### config.mk
export PLATFORM = sky130hd
export DESIGN_NAME = keyed_retention_table
export DESIGN_NICKNAME = d
export VERILOG_FILES = /design/src/rtl/krt_pkg.sv /design/src/rtl/keyed_retention_table.sv /design/src/rtl/krt_ram.sv /design/src/rtl/krt_engine.sv
export SDC_FILE = /design/constraint.sdc
export NUM_CORES = 2
export LEC_CHECK = 0
export ABC_AREA = 1
export BUFFER_PORTS_ARGS = -buffer_cell sky130_fd_sc_hd__buf_2
export CORE_MARGIN = 1.5
export CORE_UTILIZATION = 40
export CTS_BUF_LIST = sky130_fd_sc_hd__clkbuf_8
export DETAILED_ROUTE_END_ITERATION = 6
export GPL_TIMING_DRIVEN = 0
export HOLD_SLACK_MARGIN = 0.15
export REMOVE_ABC_BUFFERS = 1
export SETUP_SLACK_MARGIN = 0.15
export SLEW_MARGIN = 15
export SYNTH_ARGS = -nofsm -noshare
export SYNTH_HDL_FRONTEND = slang
export SYNTH_SLANG_ARGS = --single-unit
export TNS_END_PERCENT = 50
### constraint.sdc
create_clock -name i_clk -period 14.1 [get_ports i_clk]
set_input_delay 2.115 -clock i_clk [delete_from_list [all_inputs] [get_ports i_clk]]
set_output_delay 2.115 -clock i_clk [all_outputs]
set_load 0.01 [all_outputs]
### src/rtl/krt_pkg.sv
// Shared types and constants of the keyed retention table.
// Depends on nothing; keyed_retention_table and krt_engine import it.
package krt_pkg;

    // Table geometry.
    localparam int TABLE_SLOTS = 16;
    localparam int IDX_W       = (TABLE_SLOTS > 1) ? $clog2(TABLE_SLOTS) : 1;
    localparam int SCAN_W      = $clog2(TABLE_SLOTS + 1);

    // Field widths.
    localparam int CMD_W      = 2;
    localparam int KIND_W     = 2;
    localparam int ID_W       = 32;
    localparam int HANDLE_W   = 64;
    localparam int STATUS_W   = 4;
    localparam int COUNT_W    = 7;
    localparam int CAP_W      = 6;
    localparam int CFG_ADDR_W = 1;

    localparam logic [KIND_W-1:0] KIND_UNKNOWN = 2'd3;
    localparam logic [CAP_W-1:0]  CAP_RESET    = 6'd16;

    // Configuration register indexes.
    localparam logic [CFG_ADDR_W-1:0] REG_CAPACITY = 1'b0;
    localparam logic [CFG_ADDR_W-1:0] REG_SEALED   = 1'b1;

    typedef enum logic [CMD_W-1:0] {
        CMD_RETAIN  = 2'd0,
        CMD_RELEASE = 2'd1,
        CMD_CLEAR   = 2'd2
    } t_cmd;

    typedef enum logic [STATUS_W-1:0] {
        STS_OK        = 4'd0,
        STS_DUPLICATE = 4'd1,
        STS_BAD_KEY   = 4'd2,
        STS_NULL      = 4'd3,
        STS_FULL      = 4'd4,
        STS_CONFLICT  = 4'd5,
        STS_SEALED    = 4'd6,
        STS_BAD_CAP   = 4'd7,
        STS_NOT_FOUND = 4'd8
    } t_status;

    typedef struct packed {
        t_cmd                cmd;
        logic [KIND_W-1:0]   kind;
        logic [ID_W-1:0]     resource_id;
        logic [ID_W-1:0]     owner_id;
        logic [HANDLE_W-1:0] handle;
    } t_item;

    // One stored entry: key and handle.
    typedef struct packed {
        logic [HANDLE_W-1:0] handle;
        logic [ID_W-1:0]     owner_id;
        logic [ID_W-1:0]     resource_id;
        logic [KIND_W-1:0]   kind;
    } t_entry;

    localparam int ENTRY_W = $bits(t_entry);

    typedef struct packed {
        logic [CAP_W-1:0] capacity;
        logic             sealed;
    } t_cfg;

    typedef struct packed {
        t_status              status;
        logic [COUNT_W-1:0]   entry_count;
    } t_result;

endpackage

### src/rtl/keyed_retention_table.sv
// Keyed retention table: retain, release and clear of keyed handle entries.
// A command settled by the capacity, key or handle checks passes through the engine states
// EVAL and RESULT and then the output register; a scan of the entry RAM, one slot read per
// cycle, adds a SCAN state between EVAL and RESULT. The input is free again in IDLE.
// Reset (synchronous, active low) empties every slot, zeroes the count and sets
// capacity to 16 and sealed to 0. Depends on krt_pkg and krt_engine.
module keyed_retention_table
    import krt_pkg::*;
(
    input  logic                  i_clk,
    input  logic                  i_rst_n,
    // Configuration write port.
    input  logic                  i_cfg_we,
    input  logic [CFG_ADDR_W-1:0] i_cfg_addr,
    input  logic [CAP_W-1:0]      i_cfg_wdata,
    // Command beats.
    input  logic                  s_axis_tvalid,
    output logic                  s_axis_tready,
    // tdata: kind[1:0], resource_id[33:2], owner_id[65:34], handle[129:66], zero fill.
    input  logic [135:0]          s_axis_tdata,
    // tuser: cmd[1:0].
    input  logic [CMD_W-1:0]      s_axis_tuser,
    // Result beats.
    output logic                  m_axis_tvalid,
    input  logic                  m_axis_tready,
    // tdata: status[3:0], entry_count[10:4], zero fill.
    output logic [15:0]           m_axis_tdata
);

    t_cfg    r_cfg;
    t_item   in_item;
    t_result res;
    logic    res_valid;
    logic    res_ready;
    t_result r_out;
    logic    r_out_vld;

    // Configuration registers.
    always_ff @(posedge i_clk) begin
        if (!i_rst_n) begin
            r_cfg.capacity <= CAP_RESET;
            r_cfg.sealed   <= 1'b0;
        end else if (i_cfg_we) begin
            unique case (i_cfg_addr)
                REG_CAPACITY: r_cfg.capacity <= i_cfg_wdata;
                REG_SEALED:   r_cfg.sealed   <= i_cfg_wdata[0];
                default:      r_cfg          <= r_cfg;
            endcase
        end
    end

    // Unpack the command beat.
    assign in_item = '{cmd:         t_cmd'(s_axis_tuser),
                       kind:        s_axis_tdata[1:0],
                       resource_id: s_axis_tdata[33:2],
                       owner_id:    s_axis_tdata[65:34],
                       handle:      s_axis_tdata[129:66]};

    krt_engine u_engine (
        .i_clk       (i_clk),
        .i_rst_n     (i_rst_n),
        .i_cfg       (r_cfg),
        .i_in_valid  (s_axis_tvalid),
        .o_in_ready  (s_axis_tready),
        .i_item      (in_item),
        .o_res_valid (res_valid),
        .i_res_ready (res_ready),
        .o_result    (res)
    );

    // Output register: takes a new result while it is empty or being drained downstream.
    assign res_ready = !r_out_vld || m_axis_tready;

    always_ff @(posedge i_clk) begin
        if (!i_rst_n) begin
            r_out_vld <= 1'b0;
        end else if (res_valid && res_ready) begin
            r_out_vld <= 1'b1;
        end else if (m_axis_tready) begin
            r_out_vld <= 1'b0;
        end
    end

    always_ff @(posedge i_clk) begin
        if (res_valid && res_ready) begin
            r_out <= res;
        end
    end

    assign m_axis_tvalid = r_out_vld;
    assign m_axis_tdata  = {5'd0, r_out.entry_count, r_out.status};

endmodule

### src/rtl/krt_ram.sv
// Generic single-write, single-read RAM with a registered read port.
// Depends on nothing.
module krt_ram #(
    parameter int WIDTH = 8,
    parameter int DEPTH = 16
) (
    input  logic                                    i_clk,
    input  logic                                    i_we,
    input  logic [((DEPTH > 1) ? $clog2(DEPTH) : 1)-1:0] i_waddr,
    input  logic [WIDTH-1:0]                        i_wdata,
    input  logic                                    i_re,
    input  logic [((DEPTH > 1) ? $clog2(DEPTH) : 1)-1:0] i_raddr,
    output logic [WIDTH-1:0]                        o_rdata
);

    logic [WIDTH-1:0] r_mem [DEPTH];
    logic [WIDTH-1:0] r_rdata;

    // Write port and registered read port.
    always_ff @(posedge i_clk) begin
        if (i_we) begin
            r_mem[i_waddr] <= i_wdata;
        end
        if (i_re) begin
            r_rdata <= r_mem[i_raddr];
        end
    end

    assign o_rdata = r_rdata;

endmodule

### src/rtl/krt_engine.sv
// Command sequencer of the keyed retention table: slot occupancy bits, entry
// count, and a scan over the entry RAM. Depends on krt_pkg and krt_ram.
module krt_engine
    import krt_pkg::*;
(
    input  logic    i_clk,
    input  logic    i_rst_n,
    input  t_cfg    i_cfg,
    input  logic    i_in_valid,
    output logic    o_in_ready,
    input  t_item   i_item,
    output logic    o_res_valid,
    input  logic    i_res_ready,
    output t_result o_result
);

    typedef enum logic [3:0] {
        ST_IDLE   = 4'b0001,
        ST_EVAL   = 4'b0010,
        ST_SCAN   = 4'b0100,
        ST_RESULT = 4'b1000
    } t_state;

    t_state              r_state, n_state;
    t_item               r_item;
    logic [SCAN_W-1:0]   r_lim, n_lim;
    logic [SCAN_W-1:0]   r_scan_idx, n_scan_idx;
    logic                r_cmp_vld;
    logic [IDX_W-1:0]    r_cmp_idx;
    logic                r_free_vld, n_free_vld;
    logic [IDX_W-1:0]    r_free_idx, n_free_idx;
    t_status             r_status, n_status;
    logic                r_wr_en, n_wr_en;
    logic                r_rel_en, n_rel_en;
    logic                r_clr, n_clr;
    logic [IDX_W-1:0]    r_wr_idx, n_wr_idx;
    logic [TABLE_SLOTS-1:0] r_used, n_used;
    logic [COUNT_W-1:0]  r_count, n_count;

    logic                cap_ok;
    logic                key_bad;
    logic                issue;
    logic                used_c;
    logic                hit;
    logic                finish_miss;
    logic                ram_we;
    logic [ENTRY_W-1:0]  ram_rdata;
    t_entry              rd_entry;
    t_entry              wr_entry;

    assign rd_entry = t_entry'(ram_rdata);

    // Entry storage: one word per slot.
    assign wr_entry = '{handle:      r_item.handle,
                        owner_id:    r_item.owner_id,
                        resource_id: r_item.resource_id,
                        kind:        r_item.kind};

    krt_ram #(
        .WIDTH (ENTRY_W),
        .DEPTH (TABLE_SLOTS)
    ) u_entry_ram (
        .i_clk   (i_clk),
        .i_we    (ram_we),
        .i_waddr (r_wr_idx),
        .i_wdata (wr_entry),
        .i_re    (issue),
        .i_raddr (r_scan_idx[IDX_W-1:0]),
        .o_rdata (ram_rdata)
    );

    // Capacity setting and key checks on the held command.
    assign cap_ok  = (i_cfg.capacity != '0) && (int'(i_cfg.capacity) <= TABLE_SLOTS);
    assign key_bad = (r_item.kind == KIND_UNKNOWN) || (r_item.resource_id == '0) ||
                     (r_item.owner_id == '0);

    // Scan: one read issued per cycle, compared in the cycle after.
    assign issue  = (r_state == ST_SCAN) && (r_scan_idx < r_lim);
    assign used_c = r_used[r_cmp_idx];
    assign hit    = r_cmp_vld && used_c && (rd_entry.kind == r_item.kind) &&
                    (rd_entry.resource_id == r_item.resource_id) &&
                    (rd_entry.owner_id == r_item.owner_id);
    assign finish_miss = !issue && !hit;

    assign o_in_ready  = (r_state == ST_IDLE);
    assign o_res_valid = (r_state == ST_RESULT);
    assign ram_we      = (r_state == ST_RESULT) && i_res_ready && r_wr_en;

    // Next-state and decision logic.
    always_comb begin
        n_state    = r_state;
        n_lim      = r_lim;
        n_scan_idx = r_scan_idx;
        n_free_vld = r_free_vld;
        n_free_idx = r_free_idx;
        n_status   = r_status;
        n_wr_en    = r_wr_en;
        n_rel_en   = r_rel_en;
        n_clr      = r_clr;
        n_wr_idx   = r_wr_idx;
        n_used     = r_used;
        n_count    = r_count;

        unique case (r_state)
            ST_IDLE: begin
                if (i_in_valid) begin
                    n_state  = ST_EVAL;
                    n_wr_en  = 1'b0;
                    n_rel_en = 1'b0;
                    n_clr    = 1'b0;
                end
            end
            ST_EVAL: begin
                n_lim      = cap_ok ? SCAN_W'(i_cfg.capacity) : '0;
                n_scan_idx = '0;
                n_free_vld = 1'b0;
                n_status   = STS_OK;
                n_state    = ST_RESULT;
                unique case (r_item.cmd)
                    CMD_RETAIN: begin
                        if (!cap_ok) begin
                            n_status = STS_BAD_CAP;
                        end else if (key_bad) begin
                            n_status = STS_BAD_KEY;
                        end else if (r_item.handle == '0) begin
                            n_status = STS_NULL;
                        end else begin
                            n_state = ST_SCAN;
                        end
                    end
                    CMD_RELEASE: begin
                        if (!cap_ok) begin
                            n_status = STS_NOT_FOUND;
                        end else begin
                            n_state = ST_SCAN;
                        end
                    end
                    CMD_CLEAR: begin
                        n_clr = 1'b1;
                    end
                    default: begin
                        n_status = STS_OK;
                    end
                endcase
            end
            ST_SCAN: begin
                if (issue) begin
                    n_scan_idx = r_scan_idx + SCAN_W'(1);
                end
                // The lowest empty slot seen so far.
                if (r_cmp_vld && !used_c && !r_free_vld) begin
                    n_free_vld = 1'b1;
                    n_free_idx = r_cmp_idx;
                end
                if (hit) begin
                    n_state = ST_RESULT;
                    if (r_item.cmd == CMD_RETAIN) begin
                        n_status = (rd_entry.handle == r_item.handle) ? STS_DUPLICATE
                                                                      : STS_CONFLICT;
                    end else begin
                        n_status = STS_OK;
                        n_rel_en = 1'b1;
                        n_wr_idx = r_cmp_idx;
                    end
                end else if (finish_miss) begin
                    n_state = ST_RESULT;
                    if (r_item.cmd == CMD_RETAIN) begin
                        if (i_cfg.sealed) begin
                            n_status = STS_SEALED;
                        end else if (n_free_vld) begin
                            n_status = STS_OK;
                            n_wr_en  = 1'b1;
                            n_wr_idx = n_free_idx;
                        end else begin
                            n_status = STS_FULL;
                        end
                    end else begin
                        n_status = STS_NOT_FOUND;
                    end
                end
            end
            ST_RESULT: begin
                if (i_res_ready) begin
                    n_state = ST_IDLE;
                end
                // Occupancy and count after this command.
                if (r_clr) begin
                    n_used  = '0;
                    n_count = '0;
                end else if (r_wr_en) begin
                    n_used[r_wr_idx] = 1'b1;
                    n_count          = r_count + COUNT_W'(1);
                end else if (r_rel_en) begin
                    n_used[r_wr_idx] = 1'b0;
                    n_count          = (r_count != '0) ? r_count - COUNT_W'(1) : r_count;
                end
                if (!i_res_ready) begin
                    n_used  = r_used;
                end
            end
            default: begin
                n_state = ST_IDLE;
            end
        endcase
    end

    assign o_result = '{status: r_status, entry_count: n_count};

    // Control state.
    always_ff @(posedge i_clk) begin
        if (!i_rst_n) begin
            r_state    <= ST_IDLE;
            r_used     <= '0;
            r_count    <= '0;
            r_cmp_vld  <= 1'b0;
            r_free_vld <= 1'b0;
            r_wr_en    <= 1'b0;
            r_rel_en   <= 1'b0;
            r_clr      <= 1'b0;
        end else begin
            r_state    <= n_state;
            r_used     <= n_used;
            r_free_vld <= n_free_vld;
            r_wr_en    <= n_wr_en;
            r_rel_en   <= n_rel_en;
            r_clr      <= n_clr;
            r_cmp_vld  <= issue;
            if ((r_state == ST_RESULT) && i_res_ready) begin
                r_count <= n_count;
            end
        end
    end

    // Held command and scan bookkeeping.
    always_ff @(posedge i_clk) begin
        if (o_in_ready && i_in_valid) begin
            r_item <= i_item;
        end
        r_lim      <= n_lim;
        r_scan_idx <= n_scan_idx;
        r_cmp_idx  <= r_scan_idx[IDX_W-1:0];
        r_free_idx <= n_free_idx;
        r_status   <= n_status;
        r_wr_idx   <= n_wr_idx;
    end

    // The count always equals the number of occupied slots.
    a_count_matches: assert property (@(posedge i_clk) disable iff (!i_rst_n)
        r_count == COUNT_W'($countones(r_used)))
        else $error("entry count differs from occupied slots");

    // The scan pointer never runs past the effective capacity.
    a_scan_bound: assert property (@(posedge i_clk) disable iff (!i_rst_n)
        (r_state == ST_SCAN) |-> (r_scan_idx <= r_lim))
        else $error("scan pointer beyond capacity");

    // A new entry only goes into an empty slot.
    a_write_free: assert property (@(posedge i_clk) disable iff (!i_rst_n)
        ram_we |-> !r_used[r_wr_idx])
        else $error("retain overwrote an occupied slot");

    // A delivered clear leaves the table empty.
    a_clear_empty: assert property (@(posedge i_clk) disable iff (!i_rst_n)
        ((r_state == ST_RESULT) && i_res_ready && r_clr) |=> (r_used == '0))
        else $error("clear left occupied slots");

endmodule
Word-level counts from Yosys, hierarchy flattened
Memories as Yosys holds them, arrays and structs flattened. A register that Yosys moved wholly into a read port is not among the register bits.
Index checks and enable logic that the tools add are counted.
Storage, ports and cells
  output and inout bits: 18
  memories: 1
  input bits: 150
  RAM bits: 2080
  flip-flop bits (word level): 209
Memories
  u_engine.u_entry_ram.r_mem: words 16, bits a word 130, read ports 1, clocked after Yosys merged registers in 1, wr ports 1, RTL line krt_ram.sv:16  | logic [WIDTH-1:0] r_mem [DEPTH];
Cells by class
  muxes and demuxes: 63
  $lt $le $gt $ge: 5
  add/subtract/negate cells: 3
  eq/ne operators: 25
  reduce and logical (&&, ||, !) cells: 45
  bitwise operators: 4
Operator list (number)
  4-bit two-way mux: 23
  32-bit equality test: 2
  64-bit equality test: 1
  32-bit logical NOT: 2
  64-bit logical NOT: 1
  16-bit two-way mux: 3
  7-bit two-way mux: 5
  4-bit one-hot mux with 2 select lines: 3
  1-bit two-way mux: 17
  16-bit bitwise AND: 1
  2-bit != test (second input constant): 8
  16-bit inverter: 1
  16-bit bitwise OR: 1
  4-bit one-hot mux with 4 select lines: 1
  2-bit nonzero test: 7
  1-bit logical AND: 13
  4-bit by 5-bit < comparator with 1-bit output (second input constant): 2
  2-bit by 1-bit != test with 1-bit output (second input constant): 5
  5-bit one-hot mux with 2 select lines: 1
  3-bit AND reduction: 3
  1-bit one-hot mux with 2 select lines: 4
  2-bit AND reduction: 4
  7-bit by 1-bit adder with 7-bit output (second input constant): 1
  7-bit AND reduction: 1
  other kinds (27): 35

Longest topological paths before layout
  word-level depth: 13
  mapped depth: 16
  mapped depth without buffers: 16

Cells and area by module
Synthesis repeated with hierarchy kept, for this count alone.
Unflattened totals
  cells, all modules: 9247
  area, all modules: 101432.3 um^2
By module, submodules not included
  krt_ram: cells an instance 7911, sequential area each 66363.6 um^2, area an instance 90354.2 um^2, instances 1
  krt_engine: cells an instance 1269, sequential area each 5345.1 um^2, area an instance 10362.4 um^2, instances 1
  keyed_retention_table: cells an instance 67, sequential area each 490.5 um^2, area an instance 715.7 um^2, instances 1

Least setup slack after synthesis
OpenSTA, ideal clock, no wires.
  kind: in2reg
  from: input m_axis_tready
  to: memory u_engine.u_entry_ram.r_mem[5][0] in the netlist's numbering, enable pin
  stages: 5
  buffers on the path: 1
  slack: 1.830 ns
  required time: 13.322 ns
  arrival: 11.492 ns
  library setup time: 0.778 ns
  cells stage by stage: nor2_1 > nor2_8 > nand2_1 > clkbuf_1 > nor3_1
On the way
  longest elaborated chain between the ends: 5
Ends and longest elaborated chain
  start, declared: RTL line keyed_retention_table.sv:25  | input logic m_axis_tready,
  1-bit logical OR: RTL line keyed_retention_table.sv:72  | assign res_ready = !r_out_vld || m_axis_tready;
  1-bit logical AND (2 in a row): RTL line krt_engine.sv:87  | assign ram_we = (r_state == ST_RESULT) && i_res_ready && r_wr_en;
  1-bit two-way mux: RTL line krt_ram.sv:21  | if (i_we) begin
  1-bit two-way mux (implied by the code): RTL line krt_ram.sv:22  | r_mem[i_waddr] <= i_wdata;
  end, declared: RTL line krt_ram.sv:16
No other way between the ends.

Worst setup path after layout
  from: register u_engine.r_scan_idx[0]
  to: register u_engine.u_entry_ram.r_rdata[100] (netlist: u_engine.u_entry_ram.o_rdata[100]) (read register of u_engine.u_entry_ram.r_mem), enable pin
On the way
  longest elaborated chain between the ends: 2
Ends and longest elaborated chain
  start, declared: RTL line krt_engine.sv:27  | logic [SCAN_W-1:0] r_scan_idx, n_scan_idx;
  start signal, assigned: RTL line krt_engine.sv:240  | r_scan_idx <= n_scan_idx;
  5-bit < comparator: RTL line krt_engine.sv:78  | assign issue = (r_state == ST_SCAN) && (r_scan_idx < r_lim);
  1-bit logical AND: RTL line krt_engine.sv:78
  named net u_engine.issue: RTL line krt_engine.sv:42  | logic issue;
  end, declared: RTL line krt_ram.sv:17  | logic [WIDTH-1:0] r_rdata;
The timed path passes the listed nets, and every way through them passes these cells.
A chain may end at the register's enable or synchronous reset.

==> metrics <==
final cycle utilization of the critical path 35.1%; H-tree depth 5; CTS Buffer Depth 4; number of routed nets with antenna violations 0; die span in y 488 um; DRC viols 3; family with the most delay on the worst path buffers and inverters; failing checks design-rule violations; worst slew pin tran 1.01 ns; most used cell, CP buf_16; Leak Pwr 37.7 nW; fmax 202 MHz; P&R area growth vs syn 17.1%; vias in the first global route 58900; hold depth 0; Syn Inst Count 6989; Starting Density 40.3%; Worst EP arrival 5.72 ns; CTS sink count 2419; num rows 177; worst r2r dst u_engine.u_entry_ram.o_rdata[100]; first-pass GRT wire length 391000 um; Post-CTS Resized 0; pwr dens 130 mW/mm^2; MaxCap Viol Count 0; critical path type reg -> reg; via/cell ratio 5.57; post-layout min period 4.95 ns; # fillers 20100; Seq/Total Area, Yosys 76.8%; crit path cell chain buf_8, buf_8, buf_8, inv_8, buf_16, buf_16, nand2_1, nand4_1, o211ai_1, nor2_4, buf_16, buf_12, buf_12, buf_12, buf_16; number of buffers created by CTS 396; first-pass iteration count of the detailed router 7; Min-Delay Startpoint u_engine.r_status[3]; slew margin rel. 32.4%; R2R depth 15; CP Launch Type register; CTS tree built; Core Area 0.233 mm^2; Pins Over Slew Limit 0; Crit. End Element register; final setup vio count 0; Final Wtd Congestion 0.809; Seq cells post-synth 2419; Worst path max stage delay 0.74 ns; worst hold-check path type reg -> reg; total track usage 22.0%; slowest CP cell edfxtp_1; R2R Setup Slk 9.15 ns; outcome finished with violations; clock latency reported for the late side of the worst-skew pair 1.08 ns; CTS root buf clkbuf_8; Hold WS 0.377 ns; setup TNS 0 ns; Mapped Area 0.0940 mm^2; reg2reg start u_engine.r_scan_idx[0]; final-stage net count 7786; Hold Vio Cnt, Final 0; Worst-path clk slew 0.06 ns; total grt overflow 0; WL final 267000 um; Setup Buffers After CTS 0; initial antenna violation count 5; largest net degree at the start of global routing 140; RSZ-0062 raised after global routing false; area of the die 0.238 mm^2; worst vdd ir 0.116 mV; Port-buffer cells 156; Avg Synthesized Cell Area 13.4 um^2; most frequent cells in the layout edfxtp_1 (2375), nand2_1 (1196), nor2_1 (701), o21ai_0 (620), clkbuf_8 (404); Worst Path Required 14.87 ns; Routed WL per cell 24.2 um; placed cell areas 0.103 mm^2; dpl hpwl 170000 um; Yosys cell types 43; DIE WIDTH 488 um; layout cells sized above 1 14.7%; vias 61500; most common cell after layout, fill and taps aside edfxtp_1; CP max FO 81; cell area after layout 0.110 mm^2; Buf/Inv on CP 11; CTS Hold Bufs 0; Syn. warnings 0; num ports 168; hold path endpoint m_axis_tdata[3]; Setup Skew 0.0772 ns; 1st-iter DRT viols 7582
[state kept, by name, summed over array words and instances (netlist names)]
name and cells:
u_engine.r_cmp_vld 1, u_engine.r_rel_en 1, u_engine.r_free_vld 1, u_engine.r_state 4, u_engine.r_scan_idx 5, u_engine.r_free_idx 4, u_engine.r_item 132, u_engine.r_cmp_idx 4
u_engine.r_status 4, u_engine.r_count 7, u_engine.r_wr_en 1, m_axis_tvalid 1, u_engine.r_clr 1, u_engine.r_wr_idx 4, m_axis_tdata 11, u_engine.r_lim 5
u_engine.u_entry_ram.o_rdata 130, u_engine.r_used 16, u_engine.u_entry_ram.r_mem 2080, r_cfg 7
[report_power, final]
group / internal [mW] / switching (mW) / leakage (nW)
clock: 2.77 / 2.74 / 3.94
combinational: 0.161 / 0.340 / 12.0
sequential: 8.06 / 0.200 / 21.8
total: 11.0 / 3.28 / 37.7
[layout make-up]
class	instances	area, um^2	share of cell area, %
flip-flops and latches	2419	72200	65.6
multi-input cells	3949	19400	17.7
repair buffers	655	6770	6.15
clock buffers	404	5560	5.05
well taps	3132	3920	3.56
clock inverters	276	1300	1.19
inverters	205	817	0.743
diodes	7	17.5	0.0159
[how the worst max path moves through the flow]
stage                                      start                                  to  slack [ns]  depth (start not counted)
after CTS                 u_engine.r_scan_idx[0]   u_engine.u_entry_ram.o_rdata[100]        9.17                         15
after global routing      u_engine.r_scan_idx[0]   u_engine.u_entry_ram.o_rdata[100]        8.98                         15
final                     u_engine.r_scan_idx[0]   u_engine.u_entry_ram.o_rdata[100]        9.15                         15
after global placement    u_engine.r_scan_idx[0]                u_engine.r_status[0]     -127.42                          6
after floorplan           u_engine.r_scan_idx[0]                u_engine.r_status[0]      -41.96                          6
after detailed placement           m_axis_tready  u_engine.u_entry_ram.r_mem[12][91]        8.09                         13
[metal layers]
layer	vias up	share of wire, %	global-route usage [%]	wire length [um]
li1	27200	-	-	-
met1	30900	43	32.1	115000
met2	2972	46	34.5	124000
met3	434	8.6	3.42	23000
met4	0	2.1	5.62	5650
met5	-	0	0	0
[logic make-up after synthesis]
kind of cell    after synthesis  share of synthesized area, %
flops                      2419                          76.8
simple gates               2396                          10.5
compound gates             1459                          9.17
buf+inv                     625                          2.65
xor+xnor                     79                         0.736
fa+ha+maj                    10                         0.133
other cells                   1                       0.00399
[through the flow]
| stage | setup WS (ns) | std cells | utilization, % | power, mW |
|---|---|---|---|---|
| detailed placement | 8.09 | 10400 | 44.2 | 8.90 |
| floorplan | -41.96 | 6573 | - | 8.62 |
| global route | 8.98 | 11000 | 47.2 | 14.7 |
| global placement | -127.42 | 9861 | 41.6 | 8.92 |
| finish | 9.15 | 11000 | 47.2 | 14.3 |
| CTS | 9.17 | 11000 | 47.2 | 14.4 |
[worst register-to-register path: stages (launching register included)]
cell,delay [ns]
edfxtp_1,0.74
buf_8,0.34
buf_8,0.19
buf_8,0.20
inv_8,0.34
buf_16,0.34
buf_16,0.37
nand2_1,0.18
nand4_1,0.11
o211ai_1,0.13
nor2_4,0.65
buf_16,0.25
buf_12,0.21
buf_12,0.22
buf_12,0.21
buf_16,0.19
[cells in the mapped netlist]
master    instances  area [um^2]
nand3_1         292         1460
nand4_1         160         1000
o311ai_0          1         8.76
a21boi_0          2         15.0
xor2_1           16          140
nor4_1            3         18.8
o211ai_1          6         45.0
nor3b_1           1         7.51
o221ai_1        118         1030
nor2_2            1         6.26
buf_4            10         75.1
nand2_2           1         6.26
nand2_1        1196         4490
a311oi_2          9          135
inv_1           195          732
o21ai_0         620         3100
clkinv_1          3         11.3
o32ai_1           1         8.76
clkbuf_1        310         1160
dfxtp_1          44          881
buf_2            72          360
buf_1            26         97.6
o21bai_1          1         7.51
o21ai_4           1         16.3
nor3_4            1         16.3
a221oi_1        141         1230
a311oi_1          6         52.6
conb_1            1         3.75
buf_6             2         22.5
ha_1             10          125
o31ai_2           1         12.5
o21ai_1          78          390
inv_2             7         26.3
or2_2             6         37.5
nor2_8            1         20.0
nor4b_1           1         8.76
nor3_1           29          145
a21oi_1         330         1650
o41ai_1           1         8.76
o22ai_1         143          895
edfxtp_1       2375        71300
nor2_1          704         2640
xnor2_1          63          552
Note: power is estimated with default switching activity, not from simulation.
